$ cat src/rtl/core/ordered_list_pair_sum_engine_macros.svh
// assertion macros shared by the ordered list engine modules
// expects clk and rst in the scope of each use
`ifndef ORDERED_LIST_PAIR_SUM_ENGINE_MACROS_SVH
`define ORDERED_LIST_PAIR_SUM_ENGINE_MACROS_SVH

// same-cycle implication
`define OLPSE_ASSERT_NOW(label, ante, cons) \
  label: assert property (@(posedge clk) disable iff (rst) (ante) |-> (cons)) \
    else $error("olpse: check failed");

// next-cycle implication
`define OLPSE_ASSERT_NEXT(label, ante, cons) \
  label: assert property (@(posedge clk) disable iff (rst) (ante) |=> (cons)) \
    else $error("olpse: check failed");

`endif

$ cat src/rtl/core/olpse_pkg.sv
// shared types and constants of the ordered list pair-sum engine
// no dependencies
package olpse_pkg;

  localparam int DEPTH    = 8;
  localparam int MAX_OUT  = 28;
  localparam int ACTION_W = 4;
  localparam int VALUE_W  = 32;
  localparam int POS_W    = 4;
  localparam int STATUS_W = 3;
  localparam int IDX_W    = $clog2(DEPTH);
  // pointers run up to depth plus one during the pair walk
  localparam int CNT_W    = $clog2(DEPTH + 2);
  localparam int PAIR_W   = $clog2(MAX_OUT + 1);
  localparam int CMP_W    = ((CNT_W > POS_W) ? CNT_W : POS_W) + 1;

  typedef enum logic [ACTION_W-1:0] {
    ACT_INS_HEAD = 4'd0,
    ACT_INS_TAIL = 4'd1,
    ACT_INS_POS  = 4'd2,
    ACT_DEL_HEAD = 4'd3,
    ACT_DEL_TAIL = 4'd4,
    ACT_DEL_POS  = 4'd5,
    ACT_READ_ALL = 4'd6,
    ACT_PAIR     = 4'd7,
    ACT_CLEAR    = 4'd8
  } action_t;

  typedef enum logic [STATUS_W-1:0] {
    ST_OK     = 3'd0,
    ST_EMPTY  = 3'd1,
    ST_BADPOS = 3'd2,
    ST_FULL   = 3'd3,
    ST_NOPAIR = 3'd4
  } status_t;

  typedef enum logic [1:0] {
    CNT_KEEP = 2'd0,
    CNT_INC  = 2'd1,
    CNT_DEC  = 2'd2,
    CNT_CLR  = 2'd3
  } cnt_op_t;

  typedef struct packed {
    logic    load;
    logic    start;
    logic    shift_rd;
    logic    wr_shift;
    logic    wr_new;
    logic    cap_read;
    logic    cap_pair;
    logic    inc_i;
    logic    adv_pair;
    cnt_op_t cnt_op;
    logic    emit;
    status_t emit_status;
    logic    emit_last;
    logic    emit_hold;
  } dp_cmd_t;

  typedef struct packed {
    action_t act;
    logic    empty;
    logic    full;
    logic    bad_ins_pos;
    logic    bad_del_pos;
    logic    is_del;
    logic    shift_more;
    logic    rd_last;
    logic    pair_in_range;
    logic    match;
    logic    pair_limit;
    logic    pend_valid;
  } dp_status_t;

endpackage

$ cat src/rtl/core/olpse_if.sv
// request and response channel interfaces of the ordered list engine
// depends on olpse_pkg
interface olpse_req_if import olpse_pkg::*; ();
  logic                       valid;
  logic                       ready;
  logic [ACTION_W-1:0]        action;
  logic signed [VALUE_W-1:0]  item_value;
  logic [POS_W-1:0]           list_position;
  logic signed [VALUE_W-1:0]  target_sum;

  modport source (output valid, action, item_value, list_position, target_sum,
                  input ready);
  modport sink (input valid, action, item_value, list_position, target_sum,
                output ready);
endinterface

interface olpse_rsp_if import olpse_pkg::*; ();
  logic                       valid;
  logic                       ready;
  logic [STATUS_W-1:0]        status;
  logic signed [VALUE_W-1:0]  first_value;
  logic signed [VALUE_W-1:0]  second_value;
  logic                       last;

  modport source (output valid, status, first_value, second_value, last,
                  input ready);
  modport sink (input valid, status, first_value, second_value, last,
                output ready);
endinterface

$ cat src/rtl/core/olpse_ctrl.sv
// controller state machine of the ordered list engine
// depends on olpse_pkg and the assertion macro header
`include "ordered_list_pair_sum_engine_macros.svh"

module olpse_ctrl import olpse_pkg::*; (
  input  logic       clk,
  input  logic       rst,
  input  logic       req_fire,
  input  logic       out_free,
  input  dp_status_t stat,
  output logic       idle,
  output dp_cmd_t    cmd
);

  typedef enum logic [14:0] {
    S_IDLE    = 15'h0001,
    S_DECODE  = 15'h0002,
    S_SH_TEST = 15'h0004,
    S_SH_RD   = 15'h0008,
    S_SH_WR   = 15'h0010,
    S_INS_PUT = 15'h0020,
    S_DEL_RD  = 15'h0040,
    S_DEL_CAP = 15'h0080,
    S_RD_ADDR = 15'h0100,
    S_RD_CAP  = 15'h0200,
    S_RD_EMIT = 15'h0400,
    S_PS_ADDR = 15'h0800,
    S_PS_CMP  = 15'h1000,
    S_PS_END  = 15'h2000,
    S_REPLY   = 15'h4000
  } state_t;

  state_t  state, state_next;
  status_t r_status, r_status_next;
  logic    r_hold, r_hold_next;
  cnt_op_t r_cnt, r_cnt_next;

  assign idle = (state == S_IDLE);

  always_ff @(posedge clk) begin
    if (rst) begin
      state    <= S_IDLE;
      r_status <= ST_OK;
      r_hold   <= 1'b0;
      r_cnt    <= CNT_KEEP;
    end else begin
      state    <= state_next;
      r_status <= r_status_next;
      r_hold   <= r_hold_next;
      r_cnt    <= r_cnt_next;
    end
  end

  always_comb begin
    state_next    = state;
    r_status_next = r_status;
    r_hold_next   = r_hold;
    r_cnt_next    = r_cnt;
    cmd           = '0;
    unique case (state)
      S_IDLE: begin
        if (req_fire) begin
          cmd.load   = 1'b1;
          state_next = S_DECODE;
        end
      end
      S_DECODE: begin
        // default is a plain one-transaction reply with zero values
        r_hold_next = 1'b0;
        r_cnt_next  = CNT_KEEP;
        state_next  = S_REPLY;
        unique case (stat.act) inside
          ACT_INS_HEAD, ACT_INS_TAIL, ACT_INS_POS: begin
            if ((stat.act == ACT_INS_POS) && stat.bad_ins_pos) begin
              r_status_next = ST_BADPOS;
            end else if (stat.full) begin
              r_status_next = ST_FULL;
            end else begin
              cmd.start     = 1'b1;
              r_status_next = ST_OK;
              r_cnt_next    = CNT_INC;
              state_next    = S_SH_TEST;
            end
          end
          ACT_DEL_HEAD, ACT_DEL_TAIL, ACT_DEL_POS: begin
            if (stat.empty) begin
              r_status_next = ST_EMPTY;
            end else if ((stat.act == ACT_DEL_POS) && stat.bad_del_pos) begin
              r_status_next = ST_BADPOS;
            end else begin
              cmd.start     = 1'b1;
              r_status_next = ST_OK;
              r_hold_next   = 1'b1;
              r_cnt_next    = CNT_DEC;
              state_next    = S_DEL_RD;
            end
          end
          ACT_READ_ALL, ACT_PAIR: begin
            if (stat.empty) begin
              r_status_next = ST_EMPTY;
            end else begin
              cmd.start  = 1'b1;
              state_next = (stat.act == ACT_PAIR) ? S_PS_ADDR : S_RD_ADDR;
            end
          end
          ACT_CLEAR: begin
            r_status_next = ST_OK;
            r_cnt_next    = CNT_CLR;
          end
          default: begin
            // unused codes give no transaction
            state_next = S_IDLE;
          end
        endcase
      end
      S_SH_TEST: begin
        if (stat.shift_more) begin
          state_next = S_SH_RD;
        end else if (stat.is_del) begin
          state_next = S_REPLY;
        end else begin
          state_next = S_INS_PUT;
        end
      end
      S_SH_RD: begin
        cmd.shift_rd = 1'b1;
        state_next   = S_SH_WR;
      end
      S_SH_WR: begin
        cmd.wr_shift = 1'b1;
        state_next   = S_SH_TEST;
      end
      S_INS_PUT: begin
        cmd.wr_new = 1'b1;
        state_next = S_REPLY;
      end
      S_DEL_RD: begin
        state_next = S_DEL_CAP;
      end
      S_DEL_CAP: begin
        cmd.cap_read = 1'b1;
        state_next   = S_SH_TEST;
      end
      S_RD_ADDR: begin
        state_next = S_RD_CAP;
      end
      S_RD_CAP: begin
        cmd.cap_read = 1'b1;
        state_next   = S_RD_EMIT;
      end
      S_RD_EMIT: begin
        if (out_free) begin
          cmd.emit        = 1'b1;
          cmd.emit_status = ST_OK;
          cmd.emit_hold   = 1'b1;
          cmd.emit_last   = stat.rd_last;
          cmd.inc_i       = 1'b1;
          state_next      = stat.rd_last ? S_IDLE : S_RD_ADDR;
        end
      end
      S_PS_ADDR: begin
        state_next = stat.pair_in_range ? S_PS_CMP : S_PS_END;
      end
      S_PS_CMP: begin
        if (!stat.match) begin
          cmd.adv_pair = 1'b1;
          state_next   = S_PS_ADDR;
        end else if (!stat.pend_valid || out_free) begin
          // push out the held pair, keep the new one until its last flag is known
          cmd.emit        = stat.pend_valid;
          cmd.emit_status = ST_OK;
          cmd.emit_hold   = 1'b1;
          cmd.cap_pair    = 1'b1;
          cmd.adv_pair    = 1'b1;
          state_next      = stat.pair_limit ? S_PS_END : S_PS_ADDR;
        end
      end
      S_PS_END: begin
        if (out_free) begin
          cmd.emit        = 1'b1;
          cmd.emit_status = stat.pend_valid ? ST_OK : ST_NOPAIR;
          cmd.emit_hold   = stat.pend_valid;
          cmd.emit_last   = 1'b1;
          state_next      = S_IDLE;
        end
      end
      S_REPLY: begin
        if (out_free) begin
          cmd.emit        = 1'b1;
          cmd.emit_status = r_status;
          cmd.emit_hold   = r_hold;
          cmd.emit_last   = 1'b1;
          cmd.cnt_op      = r_cnt;
          state_next      = S_IDLE;
        end
      end
      default: begin
        state_next = S_IDLE;
      end
    endcase
  end

  `OLPSE_ASSERT_NOW(a_emit_when_free, cmd.emit, out_free)
  `OLPSE_ASSERT_NEXT(a_fire_to_decode, req_fire, state == S_DECODE)
  `OLPSE_ASSERT_NOW(a_state_onehot, 1'b1, $onehot(state))

endmodule

$ cat src/rtl/core/olpse_dpath.sv
// datapath of the ordered list engine: element store, pointers, pair adder
// depends on olpse_pkg and the assertion macro header
`include "ordered_list_pair_sum_engine_macros.svh"

module olpse_dpath import olpse_pkg::*; (
  input  logic                      clk,
  input  logic                      rst,
  input  logic [ACTION_W-1:0]       in_action,
  input  logic signed [VALUE_W-1:0] in_value,
  input  logic [POS_W-1:0]          in_pos,
  input  logic signed [VALUE_W-1:0] in_target,
  input  dp_cmd_t                   cmd,
  output dp_status_t                stat,
  output logic signed [VALUE_W-1:0] res_first,
  output logic signed [VALUE_W-1:0] res_second
);

  logic signed [VALUE_W-1:0] mem [DEPTH];

  action_t                   act;
  logic signed [VALUE_W-1:0] val;
  logic [POS_W-1:0]          pos;
  logic signed [VALUE_W-1:0] tgt;
  logic [CNT_W-1:0]          count;
  logic [CNT_W-1:0]          i;
  logic [CNT_W-1:0]          j;
  logic [PAIR_W-1:0]         pairs;
  logic                      pend_valid;
  logic signed [VALUE_W-1:0] hold_a;
  logic signed [VALUE_W-1:0] hold_b;
  logic signed [VALUE_W-1:0] rdata_a;
  logic signed [VALUE_W-1:0] rdata_b;

  logic                      is_del;
  logic                      is_ins;
  logic [CNT_W-1:0]          idx;
  logic [CMP_W-1:0]          pos_w;
  logic [CMP_W-1:0]          cnt_w;
  logic [CNT_W-1:0]          ra;
  logic                      we;
  logic [IDX_W-1:0]          waddr;
  logic signed [VALUE_W-1:0] wdata;
  logic [VALUE_W:0]          pair_sum;

  assign is_del = (act == ACT_DEL_HEAD) || (act == ACT_DEL_TAIL) || (act == ACT_DEL_POS);
  assign is_ins = (act == ACT_INS_HEAD) || (act == ACT_INS_TAIL) || (act == ACT_INS_POS);
  assign pos_w  = CMP_W'(pos);
  assign cnt_w  = CMP_W'(count);

  // 0-based slot that the edit works on
  always_comb begin
    case (act) inside
      ACT_INS_HEAD, ACT_DEL_HEAD: idx = '0;
      ACT_INS_TAIL:               idx = count;
      ACT_DEL_TAIL:               idx = count - CNT_W'(1);
      default:                    idx = CNT_W'(pos_w - CMP_W'(1));
    endcase
  end

  // shifts read the neighbor toward the vacated side
  always_comb begin
    if (cmd.shift_rd) begin
      ra = is_del ? (i + CNT_W'(1)) : (i - CNT_W'(1));
    end else begin
      ra = i;
    end
  end

  assign we    = cmd.wr_new || cmd.wr_shift;
  assign waddr = cmd.wr_new ? idx[IDX_W-1:0] : i[IDX_W-1:0];
  assign wdata = cmd.wr_new ? val : rdata_a;

  always_ff @(posedge clk) begin
    if (we) begin
      mem[waddr] <= wdata;
    end
    rdata_a <= mem[ra[IDX_W-1:0]];
    rdata_b <= mem[j[IDX_W-1:0]];
  end

  always_ff @(posedge clk) begin
    if (cmd.load) begin
      act <= action_t'(in_action);
      val <= in_value;
      pos <= in_pos;
      tgt <= in_target;
    end
    if (cmd.cap_read) begin
      hold_a <= rdata_a;
      hold_b <= '0;
    end else if (cmd.cap_pair) begin
      hold_a <= rdata_a;
      hold_b <= rdata_b;
    end
  end

  always_ff @(posedge clk) begin
    if (rst) begin
      count      <= '0;
      i          <= '0;
      j          <= '0;
      pairs      <= '0;
      pend_valid <= 1'b0;
    end else begin
      case (cmd.cnt_op)
        CNT_INC: count <= count + CNT_W'(1);
        CNT_DEC: count <= count - CNT_W'(1);
        CNT_CLR: count <= '0;
        default: count <= count;
      endcase

      if (cmd.start) begin
        i <= is_del ? idx : (is_ins ? count : '0);
        j <= CNT_W'(1);
      end else if (cmd.wr_shift) begin
        i <= is_del ? (i + CNT_W'(1)) : (i - CNT_W'(1));
      end else if (cmd.inc_i) begin
        i <= i + CNT_W'(1);
      end else if (cmd.adv_pair) begin
        if ((j + CNT_W'(1)) < count) begin
          j <= j + CNT_W'(1);
        end else begin
          i <= i + CNT_W'(1);
          j <= i + CNT_W'(2);
        end
      end

      if (cmd.start) begin
        pairs      <= '0;
        pend_valid <= 1'b0;
      end else if (cmd.cap_pair) begin
        pairs      <= pairs + PAIR_W'(1);
        pend_valid <= 1'b1;
      end
    end
  end

  // exact sum, one bit wider than the operands
  assign pair_sum = {rdata_a[VALUE_W-1], rdata_a} + {rdata_b[VALUE_W-1], rdata_b};

  always_comb begin
    stat               = '0;
    stat.act           = act;
    stat.empty         = (count == '0);
    stat.full          = (count >= CNT_W'(DEPTH));
    stat.bad_ins_pos   = (pos == '0) || (pos_w > (cnt_w + CMP_W'(1)));
    stat.bad_del_pos   = (pos == '0) || (pos_w > cnt_w);
    stat.is_del        = is_del;
    stat.shift_more    = is_del ? ((i + CNT_W'(1)) < count) : (i > idx);
    stat.rd_last       = ((i + CNT_W'(1)) == count);
    stat.pair_in_range = (j < count);
    stat.match         = (pair_sum == {tgt[VALUE_W-1], tgt});
    stat.pair_limit    = ((pairs + PAIR_W'(1)) == PAIR_W'(MAX_OUT));
    stat.pend_valid    = pend_valid;
  end

  assign res_first  = cmd.emit_hold ? hold_a : '0;
  assign res_second = cmd.emit_hold ? hold_b : '0;

  `OLPSE_ASSERT_NOW(a_count_in_range, 1'b1, count <= CNT_W'(DEPTH))
  `OLPSE_ASSERT_NOW(a_shift_in_store, cmd.wr_shift, i < CNT_W'(DEPTH))
  `OLPSE_ASSERT_NOW(a_pairs_in_range, 1'b1, pairs <= PAIR_W'(MAX_OUT))

endmodule

$ cat src/rtl/core/ordered_list_pair_sum_engine.sv
// Ordered list of up to DEPTH signed 32-bit values with positional edits,
// read-out and a two-sum pair search. One request transaction (action,
// item_value, list_position, target_sum) comes in on req; one or more response
// transactions (status, first_value, second_value, last) go out on rsp, and
// the final one of a request carries last.
// Requests are taken one at a time: req.ready is high only while the
// controller is idle and out of reset. An action that needs no store access
// (an error, clear, or a read or search of an empty list) goes from decode
// straight to the reply state, which loads its response. Inserts and deletes
// shift entries one at a time through the one-write-port store: each moved
// entry is read, then written one slot over. Read-all emits one element per
// response; pair search walks the element pairs in order and ends with a tail
// state that sends the last held pair or a no-pair status.
// A response sits in an output register; a new request may be accepted while
// the last response of the previous one waits there. When rsp stalls, the
// controller holds its place until the register is free, nothing is dropped.
// Reset empties the list and clears the output register; store contents are
// left as they are, and no entry is read before it is written.
// depends on olpse_pkg, olpse_if, olpse_ctrl and olpse_dpath
module ordered_list_pair_sum_engine import olpse_pkg::*; (
  input logic         clk,
  input logic         rst,
  olpse_req_if.sink   req,
  olpse_rsp_if.source rsp
);

  dp_cmd_t                   cmd;
  dp_status_t                stat;
  logic                      idle;
  logic                      req_fire;
  logic                      out_free;
  logic                      out_valid;
  logic signed [VALUE_W-1:0] res_first;
  logic signed [VALUE_W-1:0] res_second;

  assign req.ready = idle && !rst;
  assign req_fire  = req.valid && req.ready;
  assign out_free  = !out_valid || rsp.ready;
  assign rsp.valid = out_valid;

  olpse_ctrl u_ctrl (
    .clk      (clk),
    .rst      (rst),
    .req_fire (req_fire),
    .out_free (out_free),
    .stat     (stat),
    .idle     (idle),
    .cmd      (cmd)
  );

  olpse_dpath u_dpath (
    .clk        (clk),
    .rst        (rst),
    .in_action  (req.action),
    .in_value   (req.item_value),
    .in_pos     (req.list_position),
    .in_target  (req.target_sum),
    .cmd        (cmd),
    .stat       (stat),
    .res_first  (res_first),
    .res_second (res_second)
  );

  // output register
  always_ff @(posedge clk) begin
    if (rst) begin
      out_valid <= 1'b0;
    end else if (cmd.emit) begin
      out_valid <= 1'b1;
    end else if (rsp.ready) begin
      out_valid <= 1'b0;
    end
  end

  always_ff @(posedge clk) begin
    if (cmd.emit) begin
      rsp.status       <= cmd.emit_status;
      rsp.first_value  <= res_first;
      rsp.second_value <= res_second;
      rsp.last         <= cmd.emit_last;
    end
  end

endmodule

$ cat src/flat_wrapper.sv
// flat-port wrapper written by rule: the top's interface ports become plain ports
module ordered_list_pair_sum_engine_flat import olpse_pkg::*;
  (clk, rst, req_valid, req_action, req_item_value, req_list_position, req_target_sum, req_ready, rsp_valid, rsp_status, rsp_first_value, rsp_second_value, rsp_last, rsp_ready);
  olpse_req_if req_i ();
  olpse_rsp_if rsp_i ();
  input logic clk;
  input logic rst;
  input wire logic [$bits(req_i.valid)-1:0] req_valid;
  input wire logic [$bits(req_i.action)-1:0] req_action;
  input wire logic [$bits(req_i.item_value)-1:0] req_item_value;
  input wire logic [$bits(req_i.list_position)-1:0] req_list_position;
  input wire logic [$bits(req_i.target_sum)-1:0] req_target_sum;
  output wire logic [$bits(req_i.ready)-1:0] req_ready;
  output wire logic [$bits(rsp_i.valid)-1:0] rsp_valid;
  output wire logic [$bits(rsp_i.status)-1:0] rsp_status;
  output wire logic [$bits(rsp_i.first_value)-1:0] rsp_first_value;
  output wire logic [$bits(rsp_i.second_value)-1:0] rsp_second_value;
  output wire logic [$bits(rsp_i.last)-1:0] rsp_last;
  input wire logic [$bits(rsp_i.ready)-1:0] rsp_ready;
  assign req_i.valid = req_valid;
  assign req_i.action = req_action;
  assign req_i.item_value = req_item_value;
  assign req_i.list_position = req_list_position;
  assign req_i.target_sum = req_target_sum;
  assign req_ready = req_i.ready;
  assign rsp_valid = rsp_i.valid;
  assign rsp_status = rsp_i.status;
  assign rsp_first_value = rsp_i.first_value;
  assign rsp_second_value = rsp_i.second_value;
  assign rsp_last = rsp_i.last;
  assign rsp_i.ready = rsp_ready;
  ordered_list_pair_sum_engine u_core (.clk(clk), .rst(rst), .req(req_i), .rsp(rsp_i));
endmodule
$ cat config.mk
export PLATFORM = sky130hd
export DESIGN_NAME = ordered_list_pair_sum_engine_flat
export DESIGN_NICKNAME = d
export VERILOG_FILES = /design/src/rtl/core/olpse_pkg.sv /design/src/rtl/core/olpse_if.sv /design/src/rtl/core/olpse_ctrl.sv /design/src/rtl/core/olpse_dpath.sv /design/src/rtl/core/ordered_list_pair_sum_engine.sv /design/src/flat_wrapper.sv
export VERILOG_INCLUDE_DIRS = /design/src /design/src/rtl/core
export SDC_FILE = /design/constraint.sdc
export NUM_CORES = 1
export LEC_CHECK = 0
export BUFFER_PORTS_ARGS = -buffer_cell sky130_fd_sc_hd__buf_2
export CAP_MARGIN = 20
export CORE_MARGIN = 2
export CORE_UTILIZATION = 50
export CTS_CLUSTER_SIZE = 14
export DETAILED_ROUTE_END_ITERATION = 7
export HOLD_SLACK_MARGIN = 0.15
export MAX_ROUTING_LAYER = met4
export PLACE_DENSITY = 0.67
export SYNTH_ARGS = -nofsm -noshare
export SYNTH_HDL_FRONTEND = slang
export SYNTH_HIERARCHICAL = 1
export SYNTH_SLANG_ARGS = --single-unit
$ cat constraint.sdc
create_clock -name clk -period 10 [get_ports clk]
set_input_delay 2 -clock clk [delete_from_list [all_inputs] [get_ports clk]]
set_output_delay 2 -clock clk [all_outputs]
set_load 0.05 [all_outputs]
==> flow_metrics.env, run 1 <==
export IMPL_cts_tree="built"
export IMPL_grt_first_pass_wirelength_um=96800
export IMPL_fin_ws_ns=4.11
export IMPL_cts_hold_buf=0
export IMPL_dieArea_um2=53800
export IMPL_ys_ff_latch=563
export IMPL_avgSynthCellArea_um2=14.6
export IMPL_skew_ns=0.0256
export IMPL_worst_ep_arrival_time_ns=6.15
export IMPL_power_density_nw_per_um2=179
export IMPL_crit_path_top_delay_cell="or2_2"
export IMPL_std_cell_rows=83
export IMPL_final_util=0.574
export IMPL_cts_resized=0
export IMPL_async_flop_share=0
export IMPL_yosys_top_cells_count="edfxtp_1 (428), dfxtp_1 (135), mux4_2 (128)"
export IMPL_dp_hpwl_um=43000
export IMPL_finalSetupViolations=0
export IMPL_syn_inst=1781
export IMPL_fmax_mhz=170
export IMPL_n_antenna_cell=0
export IMPL_grt_overflow=0
export IMPL_drv_cap=0
export IMPL_finish_net_count=2059
export IMPL_cts_root_buffer="clkbuf_16"
export IMPL_worstMarginPinSlew_ns=1.06
export IMPL_core_area_um2=51300
export IMPL_outcome="complete, no violations"
export IMPL_yosys_warnings=6
export IMPL_wl_um=64500
export IMPL_drc=0
export IMPL_finalHoldViolCount=0
export IMPL_clockBufferDepth=3
export IMPL_synth_edff_count=428
export IMPL_grt_max_degree=70
export IMPL_dp_cells=2537
export IMPL_finalMaxSlewViolations=0
export IMPL_reg2reg_depth=15
export IMPL_syn_nets=1923
export IMPL_start_kind="register"
export IMPL_ant_nets=0
export IMPL_pre_cts_slack_ns=4.02
export IMPL_viasPerCell=6.04
export IMPL_placed_area_um2=27400
export IMPL_p_leak_nw=9.98
export IMPL_ys_types=86
export IMPL_cts_htree_levels=2
export IMPL_ir_drop_mv=0.139
export IMPL_drt_iter0_markers=1543
export IMPL_crit_path_end_kind="register"
export IMPL_avgRoutedWirePerCell_um=24.4
export IMPL_path_cells="ha_1, fa_1, xnor2_1, o211ai_1, a211oi_1, o21ai_0, or4_1, or4_1, nor4_2, nand4b_1, nor4b_2, nand2_1, nor2_4, buf_4, or2_2"
export IMPL_path_max_fanout=39
export IMPL_routed_via_count=16000
export IMPL_port_buffers=145
export IMPL_netlist_top_cells_area="edfxtp_1 (49%), mux4_2 (11%), dfxtp_1 (10%)"
export IMPL_holdPathStages=0
export IMPL_syn_cell_area_um2=26000
export IMPL_clock_sinks=563
export IMPL_insertion_delay_ns=0.64
export IMPL_gp_congestion=0.968
export IMPL_period_needed_ns=5.89
export IMPL_timing_slew_headroom=0.297
export IMPL_synth_top_area_cell="edfxtp_1"
export IMPL_dieHeight_um=232
export IMPL_crit_path_max_incr_delay_ns=0.81
export IMPL_drt_first_pass_iters=5
export IMPL_cts_setup_buffers=0
export IMPL_drive_above_1_share=0.269
export IMPL_synth_ff_type="edfxtp_1"
export IMPL_hp_class="register to register"
export IMPL_critPathMostFrequentCell="or4_1"
export IMPL_cts_buffers=58
export IMPL_antenna_found_initial=1
export IMPL_final_setup_tns_ns=0
export IMPL_rsz0062_at_grt="no"
export IMPL_die_width_um=232
export IMPL_crit_required_ns=10.26
export IMPL_final_area_um2=29400
export IMPL_crit_type="register to register"
export IMPL_pin_count=146
export IMPL_area_growth_pct=13.4
export IMPL_start_util=0.506
export IMPL_clk_pin_slew_ns=0.06
export IMPL_final_period_utilization=0.589
export IMPL_final_cells=2646
export IMPL_synth_most_common_cell="edfxtp_1"
export IMPL_synth_top_area_share=0.495
export IMPL_grt_pass1_vias=15600
export IMPL_yosysSeqAreaShare=0.599
export IMPL_grt_usage=0.248
state kept, by name, indices dropped and copies added (netlist names), 15 cells and up:
name and cells:
u_core/u_dpath/hold_b 32, u_core/u_dpath/tgt 32, u_core/rsp.second_value 32, u_core/u_dpath/rdata_b 32, u_core/u_dpath/hold_a 32, u_core/u_ctrl/state 15, u_core/rsp.first_value 32, u_core/u_dpath/val 32
u_core/u_dpath/mem 256, u_core/u_dpath/rdata_a 32
critical path, delay by kind of cell, from the launching register on:
family / cells / cell delay, ns
simple gates: 8 / 3.08
fa+ha+maj: 2 / 0.80
compound gates: 3 / 0.60
buf+inv: 1 / 0.53
flops: 1 / 0.33
xor+xnor: 1 / 0.11
metrics by stage:
step | power (mW) | hold slack (ns)
3_5_place_dp | 3.06 | 0.447
6_report | 5.26 | 0.467
3_3_place_gp | 3.06 | 0.441
5_1_grt | 5.44 | 0.477
2_1_floorplan | 2.93 | 0.433
4_1_cts | 5.30 | 0.464
per-layer routing:
layer / wire length [um] / vias to the layer above / GRT usage
li1: - / 7156 / -
met1: 29100 / 8060 / 0.366
met2: 29300 / 687 / 0.370
met3: 5130 / 77 / 0.0350
met4: 1040 / 0 / 0.0541
met5: 0 / - / -
placed cells by master, fill, tap and decap left out, types with 24 or more instances in the layout:
cell type  netlist  layout
edfxtp_1       428     428
buf_2           14     145
dfxtp_1        135     132
mux4_2         128     128
nor2_1         120     111
mux2_2          94      94
nand2_1         83      83
and2_1          73      72
a21oi_1         66      66
ha_1            65      65
clkbuf_16        0      58
o21ai_0         52      52
mux2i_1         44      43
xnor2_1         44      42
inv_1           28      28
xor2_1          27      27
nand3_1         26      26
buf_4            5      24
path summary, 6_finish.rpt:
path                          endpoint  slack, ns                       start
min reg2reg  u_core/u_dpath/hold_a[23]       0.47  u_core/u_dpath/rdata_a[23]
min          u_core/u_dpath/hold_a[23]       0.47  u_core/u_dpath/rdata_a[23]
max reg2reg  u_core/u_dpath/hold_a[18]       4.11   u_core/u_dpath/rdata_a[0]
max          u_core/u_dpath/hold_a[18]       4.11   u_core/u_dpath/rdata_a[0]
logic make-up after synthesis:
group | share of synthesized area
XOR/XNOR | 0.0239
adder cells (fa/ha/maj) | 0.0321
AO/OA/AOI/OAI | 0.0591
flip-flops | 0.599
multiplexers | 0.172
AND/OR/NAND/NOR | 0.0937
buffers and inverters | 0.0200
final cells by class:
class                           instances  area, um2
Sequential cell                       563      15600
Tap cell                              680        851
Clock inverter                         35        468
Clock buffer                           74       1530
Multi-Input combinational cell       1097      10000
Fill cell                            4090      21900
Timing Repair Buffer                  169        906
Inverter                               28        105
report_power, final:
part	switching [mW]	total, mW	internal [mW]	leakage [nW]
Sequential	0.0693	2.65	2.58	4.84
Clock	0.907	2.25	1.34	0.963
Combinational	0.226	0.365	0.139	4.17
Total	1.20	5.26	4.06	9.98
Note: power is estimated with default switching activity, not from simulation.
==> run 2: changes to the inputs <==
--- a/config.mk
+++ b/config.mk
@@ -6,6 +6,7 @@
 export SDC_FILE = /design/constraint.sdc
 export NUM_CORES = 1
 export LEC_CHECK = 0
+export ABC_AREA = 1
 export BUFFER_PORTS_ARGS = -buffer_cell sky130_fd_sc_hd__buf_2
 export CAP_MARGIN = 20
 export CORE_MARGIN = 2
@@ -14,7 +15,7 @@
 export DETAILED_ROUTE_END_ITERATION = 7
 export HOLD_SLACK_MARGIN = 0.15
 export MAX_ROUTING_LAYER = met4
-export PLACE_DENSITY = 0.67
+export PLACE_DENSITY = 0.7
 export SYNTH_ARGS = -nofsm -noshare
 export SYNTH_HDL_FRONTEND = slang
 export SYNTH_HIERARCHICAL = 1
==> constraint.sdc (replaced) <==
create_clock -name clk -period 5.24 [get_ports clk]
set_input_delay 1.048 -clock clk [delete_from_list [all_inputs] [get_ports clk]]
set_output_delay 1.048 -clock clk [all_outputs]
set_load 0.05 [all_outputs]
==> flow_metrics.env, run 2 <==
export IMPL_outcome="complete, no violations"
export IMPL_dieHeight_um=240
export IMPL_viasPerCell=5.46
export IMPL_n_antenna_cell=0
export IMPL_synth_ff_type="edfxtp_1"
export IMPL_yosys_top_cells_count="nand2_1 (817), inv_1 (437), edfxtp_1 (428)"
export IMPL_fmax_mhz=231
export IMPL_ys_types=60
export IMPL_final_area_um2=31300
export IMPL_yosys_warnings=6
export IMPL_final_util=0.568
export IMPL_critPathMostFrequentCell="nand2_1"
export IMPL_area_growth_pct=12.4
export IMPL_cts_setup_buffers=0
export IMPL_path_cells="ha_1, fa_1, nand2_2, nand2_1, nand3_1, nand2_1, nand2_1, nand2_1, nand2_1, nand3b_1, nand3b_1, nand4_1, nor2_1, nand2_1, nor2_2, inv_1, nor2_1, o21ai_1, o2111ai_4, buf_4, nand2_1, inv_1"
export IMPL_path_max_fanout=35
export IMPL_drc=0
export IMPL_grt_overflow=0
export IMPL_start_util=0.506
export IMPL_final_cell_mix="nand2_1 (817), inv_1 (435), edfxtp_1 (428)"
export IMPL_grt_first_pass_wirelength_um=116000
export IMPL_regMostFlops="u_core/u_dpath/mem"
export IMPL_netlist_top_cells_area="edfxtp_1 (46%), nand2_1 (11%), dfxtp_1 (9.7%)"
export IMPL_start_kind="register"
export IMPL_finish_net_count=3318
export IMPL_regArea_um2=15600
export IMPL_ys_ff_latch=563
export IMPL_crit_path_top_delay_cell="fa_1"
export IMPL_finalHoldViolCount=0
export IMPL_crit_path_max_incr_delay_ns=0.54
export IMPL_ir_drop_mv=0.267
export IMPL_syn_cell_area_um2=27900
export IMPL_cts_resized=0
export IMPL_die_width_um=240
export IMPL_grt_usage=0.270
export IMPL_crit_required_ns=5.75
export IMPL_std_cell_rows=86
export IMPL_drt_first_pass_iters=8
export IMPL_synth_top_area_cell="edfxtp_1"
export IMPL_crit_path_end_kind="register"
export IMPL_clk_pin_slew_ns=0.06
export IMPL_fill_cells=4739
export IMPL_p_leak_nw=13.4
export IMPL_ant_nets=0
export IMPL_dp_hpwl_um=51500
export IMPL_final_period_utilization=0.828
export IMPL_wl_um=75600
export IMPL_worst_ep_arrival_time_ns=4.85
export IMPL_dieArea_um2=57600
export IMPL_avgRoutedWirePerCell_um=19.0
export IMPL_drt_iter0_markers=2321
export IMPL_avgSynthCellArea_um2=9.08
export IMPL_cts_buffers=58
export IMPL_grt_pass1_vias=20900
export IMPL_syn_nets=3211
export IMPL_insertion_delay_ns=0.64
export IMPL_power_density_nw_per_um2=322
export IMPL_clock_sinks=563
export IMPL_synth_top_area_share=0.461
export IMPL_pre_cts_slack_ns=0.935
export IMPL_fin_ws_ns=0.903
export IMPL_worstMarginPinSlew_ns=1.17
export IMPL_async_flop_share=0
export IMPL_grt_max_degree=193
export IMPL_drv_cap=0
export IMPL_antenna_found_initial=2
export IMPL_finalPower_mw=10.1
export IMPL_finalSetupViolations=0
export IMPL_syn_inst=3069
export IMPL_cts_htree_levels=2
export IMPL_final_common_cell="nand2_1"
export IMPL_yosysSeqAreaShare=0.558
export IMPL_rsz0062_at_grt="no"
export IMPL_pin_count=146
export IMPL_placed_area_um2=29300
export IMPL_core_area_um2=55100
export IMPL_cts_tree="built"
export IMPL_crit_type="register to register"
export IMPL_synth_most_common_cell="nand2_1"
export IMPL_cts_root_buffer="clkbuf_16"
export IMPL_largest_reg_flops=256
export IMPL_skew_ns=0.0327
export IMPL_routed_via_count=21700
export IMPL_timing_slew_headroom=0.223
export IMPL_drive_above_1_share=0.131
export IMPL_period_needed_ns=4.34
export IMPL_clockBufferDepth=3
export IMPL_port_buffers=145
export IMPL_multiInputGateArea_um2=10000
export IMPL_synth_edff_count=428
export IMPL_hp_class="register to register"
export IMPL_finalMaxSlewViolations=0
export IMPL_cts_hold_buf=0
export IMPL_gp_congestion=1.03
export IMPL_final_setup_tns_ns=0
==> run 2: kinds of logic (layout without fill, tap and decap cells) <==
group,Yosys count,in the layout,share of synthesized area
and+or+nand+nor,1202,1202,0.180
AOI/OAI and AO/OA,620,620,0.137
buffers and inverters,586,743,0.0844
DFF,563,563,0.558
adders and majority gates,66,66,0.0299
xor gates and xnor gates,31,31,0.0104
muxes,1,1,0.000359
==> run 2: critical path: cells and delay by family (launching register included) <==
kind,cells,cell delay [ns]
and+or+nand+nor,15,1.90
adders and majority gates,2,0.82
buffers and inverters,3,0.66
AOI/OAI and AO/OA,2,0.47
DFF,1,0.33
==> run 2: final cells by class <==
type | count | area share
clock inverter | 33 | 0.0124
clock buffer | 77 | 0.0522
timing repair buffer | 179 | 0.0341
tap | 748 | 0.0299
sequential | 563 | 0.497
inverter | 454 | 0.0544
multi-input combinational | 1920 | 0.320
==> run 2: metal layers <==
layer | vias up | wire, um | track usage | share of wire
met3 | 134 | 6300 | 0.0367 | 0.083
met4 | 0 | 1850 | 0.0868 | 0.024
met5 | - | 0 | - | 0
met2 | 853 | 35000 | 0.426 | 0.46
li1 | 10500 | - | - | -
met1 | 10200 | 32400 | 0.362 | 0.43
==> run 2: path summary, 6_finish.rpt <==
check | start | endpoint | slack [ns] | cells after the start
worst max-delay path | u_core/u_dpath/rdata_a[0] | u_core/rsp.first_value[12] | 0.90 | 22
worst min-delay path | u_core/u_dpath/hold_b[22] | u_core/u_dpath/hold_b[22] | 0.46 | 2
worst max register to register | u_core/u_dpath/rdata_a[0] | u_core/rsp.first_value[12] | 0.90 | 22
worst min register to register | u_core/u_dpath/hold_b[22] | u_core/u_dpath/hold_b[22] | 0.46 | 2
==> run 2: metrics by stage <==
| stage | instances | hold slack, ns |
|---|---|---|
| floorplan | 3069 | 0.431 |
| global placement | 3864 | 0.445 |
| detailed placement | 3864 | 0.455 |
| CTS | 3974 | 0.464 |
| global route | 3974 | 0.482 |
| finish | 3974 | 0.462 |
==> run 2: power by group <==
group,internal (mW),leakage (nW),switching [mW]
clock,2.51,0.989,1.77
combinational,0.241,7.38,0.543
sequential,4.91,4.99,0.0939
total,7.67,13.4,2.41
